==> src/rtl/core/swled_pkg.sv <==
package swled_pkg;

  // Write command that opens every LED frame.
  localparam logic [7:0] WRITE_CMD      = 8'h3A;
  // Bit and period lengths in fifths of a bit cycle, and the number of bits per frame.
  localparam logic [5:0] FIFTHS_PER_BIT = 6'd5;
  localparam logic [5:0] BITS_PER_LED   = 6'd32;
  localparam logic [5:0] EOS_FIFTHS     = 6'd20;
  localparam logic [5:0] LATCH_FIFTHS   = 6'd40;
  // Reset value of the ticks-per-fifth register.
  localparam logic [15:0] TPF_RESET     = 16'd100;

  // One classified input word.
  typedef struct packed {
    logic       is_load;
    logic [7:0] red;
    logic [7:0] green;
    logic [7:0] blue;
    logic       last_led;
  } swled_item_t;

  // Queue status seen by the front and back parts.
  typedef struct packed {
    logic full;
    logic empty;
  } swled_q_stat_t;

endpackage

==> src/rtl/core/swled_front.sv <==
module swled_front
  import swled_pkg::*;
(
  input  logic          clk,
  input  logic          rst_n,
  input  logic          in_valid,
  output logic          in_stall,
  input  logic          in_req_type,
  input  logic [7:0]    in_red,
  input  logic [7:0]    in_green,
  input  logic [7:0]    in_blue,
  input  logic          in_last_led,
  input  swled_q_stat_t q_stat,
  output logic          push,
  output swled_item_t   push_item
);

  logic        front_valid_r;
  logic        front_valid_nxt;
  swled_item_t item_r;
  logic        take;

  // The input register may refill whenever its word moves on to the queue.
  assign push     = front_valid_r && !q_stat.full;
  assign in_stall = front_valid_r && q_stat.full;
  assign take     = in_valid && !in_stall;

  assign push_item = item_r;

  always_comb begin
    front_valid_nxt = front_valid_r;
    if (take) begin
      front_valid_nxt = 1'b1;
    end else if (push) begin
      front_valid_nxt = 1'b0;
    end
  end

  // Classify the word as tick or load and capture its colour fields.
  always_ff @(posedge clk) begin
    if (!rst_n) begin
      front_valid_r <= 1'b0;
    end else begin
      front_valid_r <= front_valid_nxt;
    end
    if (take) begin
      item_r.is_load  <= in_req_type;
      item_r.red      <= in_red;
      item_r.green    <= in_green;
      item_r.blue     <= in_blue;
      item_r.last_led <= in_last_led;
    end
  end

endmodule

==> src/rtl/core/swled_queue.sv <==
module swled_queue
  import swled_pkg::*;
#(
  parameter int DEPTH = 2
) (
  input  logic          clk,
  input  logic          rst_n,
  input  logic          push,
  input  swled_item_t   push_item,
  input  logic          pop,
  output swled_item_t   head_item,
  output swled_q_stat_t q_stat
);

  localparam int PW = (DEPTH > 1) ? $clog2(DEPTH) : 1;
  localparam int CW = $clog2(DEPTH + 1);

  swled_item_t   entry_r [DEPTH];
  logic [PW-1:0] wr_ptr_r;
  logic [PW-1:0] wr_ptr_nxt;
  logic [PW-1:0] rd_ptr_r;
  logic [PW-1:0] rd_ptr_nxt;
  logic [CW-1:0] count_r;
  logic [CW-1:0] count_nxt;

  assign q_stat.full  = (count_r == CW'(DEPTH));
  assign q_stat.empty = (count_r == '0);
  assign head_item    = entry_r[rd_ptr_r];

  // Pointers wrap at the queue depth, which need not be a power of two.
  always_comb begin
    wr_ptr_nxt = wr_ptr_r;
    rd_ptr_nxt = rd_ptr_r;
    count_nxt  = count_r;
    if (push) begin
      wr_ptr_nxt = (wr_ptr_r == PW'(DEPTH - 1)) ? '0 : wr_ptr_r + PW'(1);
    end
    if (pop) begin
      rd_ptr_nxt = (rd_ptr_r == PW'(DEPTH - 1)) ? '0 : rd_ptr_r + PW'(1);
    end
    if (push && !pop) begin
      count_nxt = count_r + CW'(1);
    end else if (pop && !push) begin
      count_nxt = count_r - CW'(1);
    end
  end

  always_ff @(posedge clk) begin
    if (!rst_n) begin
      wr_ptr_r <= '0;
      rd_ptr_r <= '0;
      count_r  <= '0;
    end else begin
      wr_ptr_r <= wr_ptr_nxt;
      rd_ptr_r <= rd_ptr_nxt;
      count_r  <= count_nxt;
    end
    if (push) begin
      entry_r[wr_ptr_r] <= push_item;
    end
  end

endmodule

==> src/rtl/core/swled_back.sv <==
module swled_back
  import swled_pkg::*;
(
  input  logic          clk,
  input  logic          rst_n,
  input  logic          cfg_we,
  input  logic [15:0]   cfg_wdata,
  input  swled_item_t   head_item,
  input  swled_q_stat_t q_stat,
  output logic          pop,
  output logic          out_valid,
  input  logic          out_stall,
  output logic          out_line_level,
  output logic          out_load_accepted,
  output logic          out_busy_res,
  output logic          out_latch_done
);

  typedef enum logic [2:0] {
    PH_IDLE,
    PH_BITS,
    PH_EOS,
    PH_LATCH
  } phase_t;

  // Line state.
  phase_t        phase_r, phase_nxt;
  logic [31:0]   shift_r, shift_nxt;
  logic [5:0]    bits_r, bits_nxt;
  logic [5:0]    fifths_r, fifths_nxt;
  logic [15:0]   ticks_r, ticks_nxt;
  logic          cur_last_r, cur_last_nxt;
  logic [24:0]   hold_word_r, hold_word_nxt;
  logic          hold_valid_r, hold_valid_nxt;
  logic [15:0]   tpf_r;

  // Output register.
  logic          out_valid_r, out_valid_nxt;
  logic          level_r, level_nxt;
  logic          accepted_r, accepted_nxt;
  logic          busy_r, busy_nxt;
  logic          latch_r, latch_nxt;

  // Working values after a possible frame start.
  phase_t        eff_phase;
  logic [31:0]   eff_shift;
  logic [5:0]    eff_bits;
  logic [5:0]    eff_fifths;
  logic          eff_last;
  logic [15:0]   tick_inc;
  logic [15:0]   limit;
  logic [5:0]    fifths_dec;
  logic [5:0]    bits_dec;

  // A word is worked on when the output register is free or being emptied.
  assign pop = !q_stat.empty && (!out_valid_r || !out_stall);

  assign out_valid         = out_valid_r;
  assign out_line_level    = level_r;
  assign out_load_accepted = accepted_r;
  assign out_busy_res      = busy_r;
  assign out_latch_done    = latch_r;

  assign limit = (tpf_r == 16'd0) ? 16'd1 : tpf_r;

  // Per-word state update: a load fills the holding register if it is free, a tick advances time.
  always_comb begin
    phase_nxt      = phase_r;
    shift_nxt      = shift_r;
    bits_nxt       = bits_r;
    fifths_nxt     = fifths_r;
    ticks_nxt      = ticks_r;
    cur_last_nxt   = cur_last_r;
    hold_word_nxt  = hold_word_r;
    hold_valid_nxt = hold_valid_r;
    level_nxt      = level_r;
    accepted_nxt   = accepted_r;
    busy_nxt       = busy_r;
    latch_nxt      = latch_r;
    eff_phase      = phase_r;
    eff_shift      = shift_r;
    eff_bits       = bits_r;
    eff_fifths     = fifths_r;
    eff_last       = cur_last_r;
    tick_inc       = 16'd0;
    fifths_dec     = 6'd0;
    bits_dec       = 6'd0;

    if (pop && head_item.is_load) begin
      accepted_nxt = 1'b0;
      if (!hold_valid_r) begin
        hold_word_nxt  = {head_item.red, head_item.green, head_item.blue, head_item.last_led};
        hold_valid_nxt = 1'b1;
        accepted_nxt   = 1'b1;
      end
      level_nxt = (phase_r == PH_BITS) &&
                  ((fifths_r == FIFTHS_PER_BIT) || ((fifths_r == 6'd3) && shift_r[31]));
      busy_nxt  = (phase_r != PH_IDLE);
      latch_nxt = 1'b0;
    end else if (pop) begin
      ticks_nxt = ticks_r;
      // An idle line with a held LED starts its frame on this very tick.
      if ((phase_r == PH_IDLE) && hold_valid_r) begin
        eff_shift      = {WRITE_CMD, hold_word_r[24:1]};
        eff_last       = hold_word_r[0];
        hold_valid_nxt = 1'b0;
        eff_bits       = BITS_PER_LED;
        eff_phase      = PH_BITS;
        eff_fifths     = FIFTHS_PER_BIT;
        ticks_nxt      = 16'd0;
      end
      level_nxt    = (eff_phase == PH_BITS) &&
                     ((eff_fifths == FIFTHS_PER_BIT) ||
                      ((eff_fifths == 6'd3) && eff_shift[31]));
      busy_nxt     = (eff_phase != PH_IDLE);
      accepted_nxt = 1'b0;
      latch_nxt    = 1'b0;
      phase_nxt    = eff_phase;
      shift_nxt    = eff_shift;
      bits_nxt     = eff_bits;
      fifths_nxt   = eff_fifths;
      cur_last_nxt = eff_last;

      if (eff_phase != PH_IDLE) begin
        tick_inc  = ticks_nxt + 16'd1;
        ticks_nxt = tick_inc;
        // End of one fifth of the bit cycle.
        if ((tick_inc >= limit) || (tick_inc == 16'd0)) begin
          ticks_nxt  = 16'd0;
          fifths_dec = (eff_fifths != 6'd0) ? eff_fifths - 6'd1 : 6'd0;
          fifths_nxt = fifths_dec;
          if (eff_phase == PH_BITS) begin
            if (fifths_dec == 6'd0) begin
              shift_nxt = {eff_shift[30:0], 1'b0};
              bits_dec  = (eff_bits != 6'd0) ? eff_bits - 6'd1 : 6'd0;
              bits_nxt  = bits_dec;
              if (bits_dec == 6'd0) begin
                phase_nxt  = eff_last ? PH_LATCH : PH_EOS;
                fifths_nxt = eff_last ? LATCH_FIFTHS : EOS_FIFTHS;
              end else begin
                fifths_nxt = FIFTHS_PER_BIT;
              end
            end
          end else if (fifths_dec == 6'd0) begin
            latch_nxt = (eff_phase == PH_LATCH);
            phase_nxt = PH_IDLE;
          end
        end
      end
    end
  end

  // The output register holds its word while the receiver stalls.
  always_comb begin
    if (pop) begin
      out_valid_nxt = 1'b1;
    end else if (out_stall) begin
      out_valid_nxt = out_valid_r;
    end else begin
      out_valid_nxt = 1'b0;
    end
  end

  always_ff @(posedge clk) begin
    if (!rst_n) begin
      phase_r      <= PH_IDLE;
      shift_r      <= '0;
      bits_r       <= '0;
      fifths_r     <= '0;
      ticks_r      <= '0;
      cur_last_r   <= 1'b0;
      hold_valid_r <= 1'b0;
      tpf_r        <= TPF_RESET;
      out_valid_r  <= 1'b0;
    end else begin
      phase_r      <= phase_nxt;
      shift_r      <= shift_nxt;
      bits_r       <= bits_nxt;
      fifths_r     <= fifths_nxt;
      ticks_r      <= ticks_nxt;
      cur_last_r   <= cur_last_nxt;
      hold_valid_r <= hold_valid_nxt;
      out_valid_r  <= out_valid_nxt;
      if (cfg_we) begin
        tpf_r <= cfg_wdata;
      end
    end
    hold_word_r <= hold_word_nxt;
    level_r     <= level_nxt;
    accepted_r  <= accepted_nxt;
    busy_r      <= busy_nxt;
    latch_r     <= latch_nxt;
  end

endmodule

==> src/rtl/core/single_wire_rgb_led_serializer.sv <==
// One-wire RGB LED chain serializer. Each input word is either a tick, which advances the
// line timing by one clock of the timing base, or a load, which offers one LED's red, green
// and blue bytes and a last-LED flag to a one-entry holding register; every input word
// returns exactly one result word with the line level, whether a load was taken, the busy
// flag and a latch-done pulse. A frame is the command 0x3A and the three colour bytes, most
// significant bit first, each bit five fifths long, followed by an end-of-sequence or latch
// low period. Words are taken at one per clock cycle while out_stall is low: the back part
// updates the whole line state in a single cycle per word, and the input register, the
// queue of QUEUE_DEPTH entries and the output register lie between a word and its result.
// ticks_per_fifth resets to 100; the user must write it only while idle, unenforced by the block.
module single_wire_rgb_led_serializer
  import swled_pkg::*;
#(
  parameter int QUEUE_DEPTH = 2
) (
  input  logic        clk,
  input  logic        rst_n,
  input  logic        cfg_we,
  input  logic [15:0] cfg_wdata,
  input  logic        in_valid,
  output logic        in_stall,
  input  logic        in_req_type,
  input  logic [7:0]  in_red,
  input  logic [7:0]  in_green,
  input  logic [7:0]  in_blue,
  input  logic        in_last_led,
  output logic        out_valid,
  input  logic        out_stall,
  output logic        out_line_level,
  output logic        out_load_accepted,
  output logic        out_busy_res,
  output logic        out_latch_done
);

  swled_q_stat_t q_stat;
  swled_item_t   push_item;
  swled_item_t   head_item;
  logic          push;
  logic          pop;

  // Front part: input register and word classification.
  swled_front u_front (
    .clk         (clk),
    .rst_n       (rst_n),
    .in_valid    (in_valid),
    .in_stall    (in_stall),
    .in_req_type (in_req_type),
    .in_red      (in_red),
    .in_green    (in_green),
    .in_blue     (in_blue),
    .in_last_led (in_last_led),
    .q_stat      (q_stat),
    .push        (push),
    .push_item   (push_item)
  );

  // Short queue that decouples the two parts.
  swled_queue #(
    .DEPTH (QUEUE_DEPTH)
  ) u_queue (
    .clk       (clk),
    .rst_n     (rst_n),
    .push      (push),
    .push_item (push_item),
    .pop       (pop),
    .head_item (head_item),
    .q_stat    (q_stat)
  );

  // Back part: line timing, holding register and output register.
  swled_back u_back (
    .clk               (clk),
    .rst_n             (rst_n),
    .cfg_we            (cfg_we),
    .cfg_wdata         (cfg_wdata),
    .head_item         (head_item),
    .q_stat            (q_stat),
    .pop               (pop),
    .out_valid         (out_valid),
    .out_stall         (out_stall),
    .out_line_level    (out_line_level),
    .out_load_accepted (out_load_accepted),
    .out_busy_res      (out_busy_res),
    .out_latch_done    (out_latch_done)
  );

endmodule

==> config.mk <==
export PLATFORM = sky130hd
export DESIGN_NAME = single_wire_rgb_led_serializer
export DESIGN_NICKNAME = d
export VERILOG_FILES = /design/src/rtl/core/swled_pkg.sv /design/src/rtl/core/swled_front.sv /design/src/rtl/core/swled_queue.sv /design/src/rtl/core/swled_back.sv /design/src/rtl/core/single_wire_rgb_led_serializer.sv
export SDC_FILE = /design/constraint.sdc
export NUM_CORES = 1
export LEC_CHECK = 0
export BUFFER_PORTS_ARGS = -buffer_cell sky130_fd_sc_hd__buf_4
export CAP_MARGIN = 20
export CORE_MARGIN = 8
export CORE_UTILIZATION = 40
export CTS_BUF_LIST = sky130_fd_sc_hd__clkbuf_16
export CTS_CLUSTER_DIAMETER = 40
export CTS_CLUSTER_SIZE = 20
export DETAILED_ROUTE_END_ITERATION = 10
export PLACE_DENSITY = 0.61
export SYNTH_ARGS = -nofsm -noshare
export SYNTH_HDL_FRONTEND = slang
export SYNTH_SLANG_ARGS = --single-unit
==> constraint.sdc <==
create_clock -name clk -period 4.9 [get_ports clk]
set_input_delay 0 -clock clk [delete_from_list [all_inputs] [get_ports clk]]
set_output_delay 0 -clock clk [all_outputs]
set_load 0.05 [all_outputs]
# == After elaboration in Yosys (flattened, before gate mapping) ==
# Memories as Yosys holds them, arrays and structs flattened. A register that Yosys moved wholly into a read port is not among the register bits.
# Index checks and enable logic that the tools add are counted.
# W data, S select, Z words.
# classes
addsub,7
multipliers,0
n_div,0
n_lt_le_gt_ge,1
n_eq_ne,9
n_shift,0
n_mux,70
n_bitwise,2
n_reduce_logical,40
# op_table
cell,n
$mux W32,7
$mux W6,18
$mux W16,6
$logic_not A16 Y1,2
$mux W1,28
$mux W3,9
$add A16 B1 Y16 const B,1
$ge A16 B16 Y1,1
$eq A6 B2 Y1 const B,2
$eq A6 B3 Y1 const B,2
$logic_and A1 B1 Y1,12
$logic_not A6 Y1,2
$reduce_bool A6 Y1,2
$sub A6 B1 Y6 const B,2
$reduce_bool A2 Y1,4
$logic_not A1 Y1,7
$eq A3 B1 Y1 const B,2
$reduce_and A2 Y1,3
$reduce_bool A3 Y1,2
$logic_or A1 B1 Y1,4
$mux W2,2
$eq A3 B2 Y1 const B,1
$logic_not A3 Y1,1
$add A1 B1 Y1 const B,2
6 further kinds,7
# totals
ff_bits,142
latch_bits,0
ramBits,52
romBits,0
inputBits,47
output_inout_bits,6
elab_cells,153
n_memories,1
# memory_table
memory,words,word_bits,rd,rd_ports_with_merged_regs,write_ports,line,rtl
u_queue.entry_r,2,26,1,1,1,swled_queue.sv:18,swled_item_t entry_r [DEPTH];

# == Longest topological paths before layout ==
# Gate-level depths: netlist of run 1.
# logic_depth
word_depth,13
ltp_mapped,24
mapped_depth_nobuf,17

# == Cells and area by module ==
# A second synthesis of run 1 with hierarchy kept.
# unflattened
hier_cells,890
hier_area_um2,9039.9
# modules_own_cells
module,n_inst,cells_each,area_each_um2,seq_area_each_um2
swled_back,1,756,6115.9,2502.4
swled_queue,1,103,2093.3,1661.6
swled_front,1,31,830.8,800.8

# == Worst setup path before layout of run 1 ==
# OpenSTA, ideal clock, no wires.
# synth_path
kind,reg2reg
from,reg u_back.phase_r[0]
to,reg u_back.fifths_r[2]
setup_ps,119
arrival_time_ps,4698
required_ps,4781
path_slack_ps,83
path_stages_with_launch,21
path_buffers,6
synth_period_minus_slack_ps,4817
cell_sequence,dfxtp_1 > buf_6 > or4b_1 > buf_2 > buf_8 > clkbuf_1 > and2_1 > ha_1 > and3_1 > clkbuf_1 > nand4_1 > mux2i_1 > ha_1 > a21oi_1 > nor2_1 > a2111oi_0 > o21ai_0 > clkbuf_1 > a31oi_1 > a21oi_1 > o221a_2
# synth_between
elab_chain_cells,13
elab_cells_between_ends,37
classes_between,add/sub: 3; order compare: 1; eq/ne: 1; mux: 23; reduce/logical: 9
# synth_rtl
item,line,rtl
from (decl),swled_back.sv:27,"phase_t phase_r, phase_nxt;"
from (signal assigned),swled_back.sv:176,phase_r <= phase_nxt;
branches (longest 12 deep; another with $add A16 B1 Y16),--,
$mux W6 *,swled_back.sv:124,if (eff_phase != PH_IDLE) begin
to (signal assigned),swled_back.sv:179,fifths_r <= fifths_nxt;
to (decl),swled_back.sv:30,"logic [5:0] fifths_r, fifths_nxt;"
# Mark *: on every way between the ends. The select of a mux whose other input is x is not followed.
# A chain may end at the register's enable or synchronous reset.

# == Final worst setup path of run 1 ==
# layout_path
from,reg u_back.phase_r[0]
to,reg u_back.shift_r[11]
# layout_between
elab_chain_cells,12
elab_cells_between_ends,28
classes_between,add/sub: 2; order compare: 1; eq/ne: 1; mux: 17; reduce/logical: 7
# layout_rtl
item,line,rtl
branches (longest 11 deep; another with $add A16 B1 Y16),--,
$mux W32 *,swled_back.sv:124,
to (signal assigned),swled_back.sv:177,shift_r <= shift_nxt;
to (decl),swled_back.sv:28,"logic [31:0] shift_r, shift_nxt;"
# Marks and branches as above.

==> results of run 1 <==
-- flip-flops by register name, summed over array words and instances, names as in the netlist, named ones only --
| signal | count |
|---|---|
| u_back.phase_r | 3 |
| u_back.shift_r | 32 |
| u_back.out_valid | 1 |
| u_front.push_item | 26 |
| u_back.out_line_level | 1 |
| u_queue.count_r | 2 |
| u_back.ticks_r | 16 |
| u_back.out_latch_done | 1 |
| u_back.tpf_r | 16 |
| u_back.bits_r | 6 |
| u_back.out_busy_res | 1 |
| u_queue.rd_ptr_r | 1 |
| u_back.fifths_r | 6 |
| u_queue.wr_ptr_r | 1 |
| u_back.hold_valid_r | 1 |
| u_back.out_load_accepted | 1 |
| u_queue.entry_r | 52 |
| u_back.cur_last_r | 1 |
| u_front.front_valid_r | 1 |
| u_back.hold_word_r | 25 |
-- cell usage in the layout (no fill, tap or decap), types with 9 or more instances in the layout --
master         count
inv_1             27
clkbuf_16         17
mux2_2            26
o22a_1            23
o22ai_1           28
mux2i_1           40
a211oi_1          26
xor2_1             9
a21oi_1           73
dlygate4sd3_1     51
ha_1              24
nor4_1            10
nand2_1           56
nor3_1            15
nor2_1            61
buf_4             78
o21ai_0           25
nand3_1           52
dfxtp_1           89
o211ai_1          33
a21oi_2           14
nand2b_1          18
edfxtp_1         106
-- per-stage QoR --
step	hold slack (ps)	setup WS, ps
floorplan	98.9	82.8
global placement	178	338
detailed placement	179	212
CTS	0.590	175
global route	22.2	20.2
finish	13.7	318
-- report_power, final --
part           switching, mW  internal [mW]  leakage (nW)
Combinational          0.763          0.442          2.31
Sequential            0.0941           1.93          1.71
Clock                  0.742          0.704         0.299
-- path summary, 6_finish.rpt --
kind / to / slack, ps / cells after the start
worst min-delay path: u_back.tpf_r[1] / 10 / 3
worst max register to register: u_back.shift_r[11] / 320 / 17
worst max-delay path: u_back.shift_r[11] / 320 / 17
worst min register to register: u_queue.entry_r[1][13] / 450 / 0
-- worst max-delay path, cell delays in order (launching register included) --
cell and delay [ps]:
dfxtp_1 310, or4b_1 630, and2_1 260, ha_1 270, and3_1 290, and3_1 240
xnor2_1 130, nor2_1 80, ha_1 300, nand3_1 60, a211oi_1 270, a2111oi_2 120
o21ai_2 190, a31o_1 460, buf_4 290, o22ai_1 120, a211oi_1 300, o22a_1 180
-- kinds of logic (layout without fill, tap and decap cells) --
logic type | Yosys count | count (layout) | share of synthesized area (%)
DFF | 195 | 195 | 49.9
xor gates and xnor gates | 16 | 16 | 1.41
AOI/OAI and AO/OA | 262 | 262 | 18.1
and+or+nand+nor | 268 | 268 | 14.2
buffers and inverters | 98 | 190 | 6.25
adders and majority gates | 24 | 24 | 3.02
muxes | 67 | 67 | 7.11
-- final cells by class --
type / count / area [sq um]
clock buffer: 17 / 425
clock inverter: 15 / 196
fill: 2255 / 12800
inverter: 28 / 105
multi-input combinational: 637 / 4380
sequential: 195 / 4960
tap: 324 / 405
timing repair buffer: 130 / 1120
-- what timing repair did --
item | 4_1_cts | 5_1_grt
setup buffers | 0 | 2
resized for setup | 0 | 2
endpoints found under the setup margin | 0 | 45
hold buffers | 51 | 0
endpoints found under the hold margin | 50 | 0
-- layer usage --
metal  routed length, microns  vias to the layer above  part of all wire, %  track usage, %
met5                        0                        -                    0               0
met4                      211                        0                 0.92            3.88
met3                     1000                       15                  4.3            2.74
met2                    10800                      168                   47            25.2
met1                    11000                     3585                   48            20.0
li1                         -                     3666                    -               -
==> results.yml, run 1 <==
clocking:
  numClockSinks: 195
  cts_tree: "built"
  htree_levels: 4
  clockBufferDepth: 2
  numCtsBuffers: 17
  clkTransAtPathRegs_ps: 80
  clock_latency_ps: 440
  root_buffer: "clkbuf_16"
finish:
  num-nets-final: 1080
  area_growth_pct: 16.6
  design_area_sq_um: 11600
  stdcell_count: 1346
  antenna_cells: 0
  final_util_pct: 47.5
  drive_above_1_share_pct: 17.9
logic_synthesis:
  synth.distinct_cells: 75
  avgSynthCellArea_sq_um: 10.7
  synth-seq-cells: 195
  async_flop_share_pct: 0
  yosys_warnings: 0
  ys.flop_type: "edfxtp_1"
  synth_common_cells: "edfxtp_1 (106), dfxtp_1 (89), a21oi_1 (73)"
  synth_top_area_share_pct: 32.0
  synth_edf_count: 106
  synth_cells: 930
  seq_area_frac_synth_pct: 49.9
  syn_area_sq_um: 9940
  synth_fp_nets: 1001
  synth_top_area_cell: "edfxtp_1"
  synthTopCellsByArea: "edfxtp_1 (32%), dfxtp_1 (18%), mux2i_1 (4.0%)"
  yosysMostFrequentCell: "edfxtp_1"
critical_path:
  cp_data_required_time_ps: 5270
  end_kind: "flop"
  r2r_start: "u_back.phase_r[0]"
  arrival_ps: 4960
  worstSetupPathType: "reg2reg"
  startpoint_type: "flop"
  critPathLaunch: "u_back.phase_r[0]"
  worst-path-max-fanout: 11
timing:
  slew_headroom_pct: 34.3
  min_period_over_period_pct: 93.5
  hold_violations: 0
  tightest_slew_ps: 986
  setup-violations-final: 0
  final_max_slew_viol_count: 0
  fin_setup_tns_ps: 0
  min_period_ps: 4580
  fin_skew_ps: 12.6
  fmax_mhz: 218
  grt_setup_unrepaired: "no"
floorplanning:
  rows: 57
  start_util_pct: 40.8
  core_sq_um: 24400
  die_area_sq_um: 30200
  pin_count: 53
  die_x_microns: 174
  dieHeight_microns: 174
hold_path:
  hold_start: "cfg_we"
  hold_path.class: "in2reg"
global_route:
  track_usage_pct: 15.2
  antenna_found_initial: 0
  gr-total-overflow: 0
  grt_max_degree: 82
  grt_pass1_vias: 7323
  grt_pass1_wl_mm: 38.0
placed_design:
  hpwl_mm: 14.5
  gp_congestion: 0.821
  placed_cells: 1261
  numPortBuffers: 52
  placed_area_sq_um: 10400
route:
  routedWlPerCell_microns: 17.1
  first_pass_iters: 4
  ant_nets: 0
  drc: 0
  vias_per_cell: 5.52
  routed_wl_mm: 23.0
  vias: 7434
  drtIter0Drc: 465
power:
  power_density_nw_per_um2: 403
  p_total_mw: 4.67
  leakage_nw: 4.32
  ir_drop_mv: 0.312
status:
  status: "finished clean"
run:
  cap_viol_max_count: 0
No activity file was read; power rests on OpenSTA's default activity.
==> inputs of run 2 (changes only) <==
- CORE_ASPECT_RATIO: not set -> 0.7
==> results.yml, run 2 (same netlist as run 1, synthesis figures left out) <==
finish:
  largest_reg_flops: 52
  num-nets-final: 1085
  top_register: "u_queue.entry_r"
  final_cell_mix: "edfxtp_1 (106), dfxtp_1 (89), buf_4 (76)"
  final_util_pct: 47.5
  drive_above_1_share_pct: 17.7
  antenna_cells: 0
  area_growth_pct: 17.2
  fill_cells: 2171
  final_common_cell: "edfxtp_1"
route:
  ant_nets: 0
  vias_per_cell: 5.52
  vias: 7460
  first_pass_iters: 5
  routedWlPerCell_microns: 16.8
  drc: 0
  routed_wl_mm: 22.7
  drtIter0Drc: 550
critical_path:
  reg2reg_slack_ps: 330
  cp_data_required_time_ps: 5230
  worstSetupPathType: "reg2reg"
  arrival_ps: 4900
  r2r_cells: 17
  end_kind: "flop"
  worst-path-max-fanout: 28
  startpoint_type: "flop"
timing:
  fin_skew_ps: 12.8
  fmax_mhz: 219
  min_period_over_period_pct: 93.2
  hold_violations: 0
  min_period_ps: 4570
  slew_headroom_pct: 30.1
  setup-violations-final: 0
  tightest_slew_ps: 1050
  grt_setup_unrepaired: "no"
  setup_ws_ps: 331
  final_max_slew_viol_count: 0
  fin_setup_tns_ps: 0
  whs_ps: 35.0
hold_path:
  holdPathStages: 3
  hold_path.class: "in2reg"
power:
  leakage_nw: 4.34
  pwr-share-seq_pct: 43.2
  power.switching_mw: 1.54
  swShare_pct: 32.8
  p_int_mw: 3.15
  power_density_nw_per_um2: 402
  pwr-share-clk_pct: 31.1
  combPwrFrac_pct: 25.7
  ir_drop_mv: 0.323
clocking:
  htree_levels: 4
  clockBufferDepth: 2
  cts_tree: "built"
  numClockSinks: 195
  clock_latency_ps: 440
  numCtsBuffers: 17
  root_buffer: "clkbuf_16"
  clkTransAtPathRegs_ps: 80
status:
  status: "finished clean"
floorplanning:
  pin_count: 53
  die_area_sq_um: 30200
  start_util_pct: 40.5
  die_x_microns: 204
  rows: 48
  core_sq_um: 24600
  dieHeight_microns: 148
placed_design:
  pre_cts_slack_ps: 187
  numPortBuffers: 52
  hpwl_mm: 14.4
  gp_congestion: 0.814
global_route:
  gr-total-overflow: 0
  grt_pass1_wl_mm: 37.0
  grt_max_degree: 82
  track_usage_pct: 15.1
  antenna_found_initial: 0
  grt_pass1_vias: 6873
run:
  cap_viol_max_count: 0
run 2: cell types whose count changed in the layout (fill, tap and decap cells not counted), sizes merged:
cell,delta
buf,-2
bufinv,+2
clkinv,-3
dlygate4sd3,+7
inv,+1
run 2: final timing paths:
check	endpoint	start
worst max-delay path	u_back.fifths_r[2]	u_back.phase_r[0]
worst min register to register	u_queue.entry_r[0][1]	u_front.push_item[1]
worst min-delay path	u_back.tpf_r[10]	cfg_we
worst max register to register	u_back.fifths_r[2]	u_back.phase_r[0]
run 2: area by class of cell:
cell class              instances  area [sq um]  area share (%)
clock buffers                  17           425            3.65
clock inverters                15           191            1.64
inverters                      28           105           0.901
multi-input cells             637          4390            37.7
flip-flops and latches        195          4960            42.6
well taps                     325           407            3.49
repair buffers                135          1170            10.0
run 2: critical path, stage by stage, from the launching register on:
cell and delay (ps):
dfxtp_1 320, or4b_1 590, and2_1 240, ha_1 270
and3_1 280, and3_1 230, xnor2_1 140, nor2_1 70
ha_1 190, a211oi_1 240, nor3_1 100, a2111oi_2 410
o21ai_2 110, buf_4 250, a31oi_1 170, buf_4 280
a21oi_1 210, o221a_2 350
run 2: per-layer routing:
layer	vias to the layer above	part of all wire (%)	global-route usage, %
met2	206	40	20.8
met3	27	5.9	3.85
li1	3669	-	-
met4	0	1.2	3.70
met5	-	0	0
met1	3558	52	22.8
run 2: power by group through the flow:
stage | Clock [mW] | Sequential, mW | Combinational, mW
after detailed placement | 0 | 2.06 | 1.15
after CTS | 1.49 | 2.02 | 1.20
after global routing | 1.55 | 2.04 | 1.32
after floorplan | 0 | 2.06 | 0.878
final | 1.46 | 2.02 | 1.21
after global placement | 0 | 2.06 | 1.16
run 2: timing repair:
item	CTS	global route
setup endpoints to repair	0	45
hold buffers	58	0
resized for setup	0	6
endpoints found under the hold margin	56	0
setup buffers	0	0
run 2: stage by stage:
stage	cell area (sq um)	instances	power [mW]
2_1_floorplan	9940	930	2.94
3_3_place_gp	10400	1262	3.21
3_5_place_dp	10400	1262	3.21
4_1_cts	11600	1352	4.71
5_1_grt	11700	1352	4.90
6_report	11700	1352	4.69
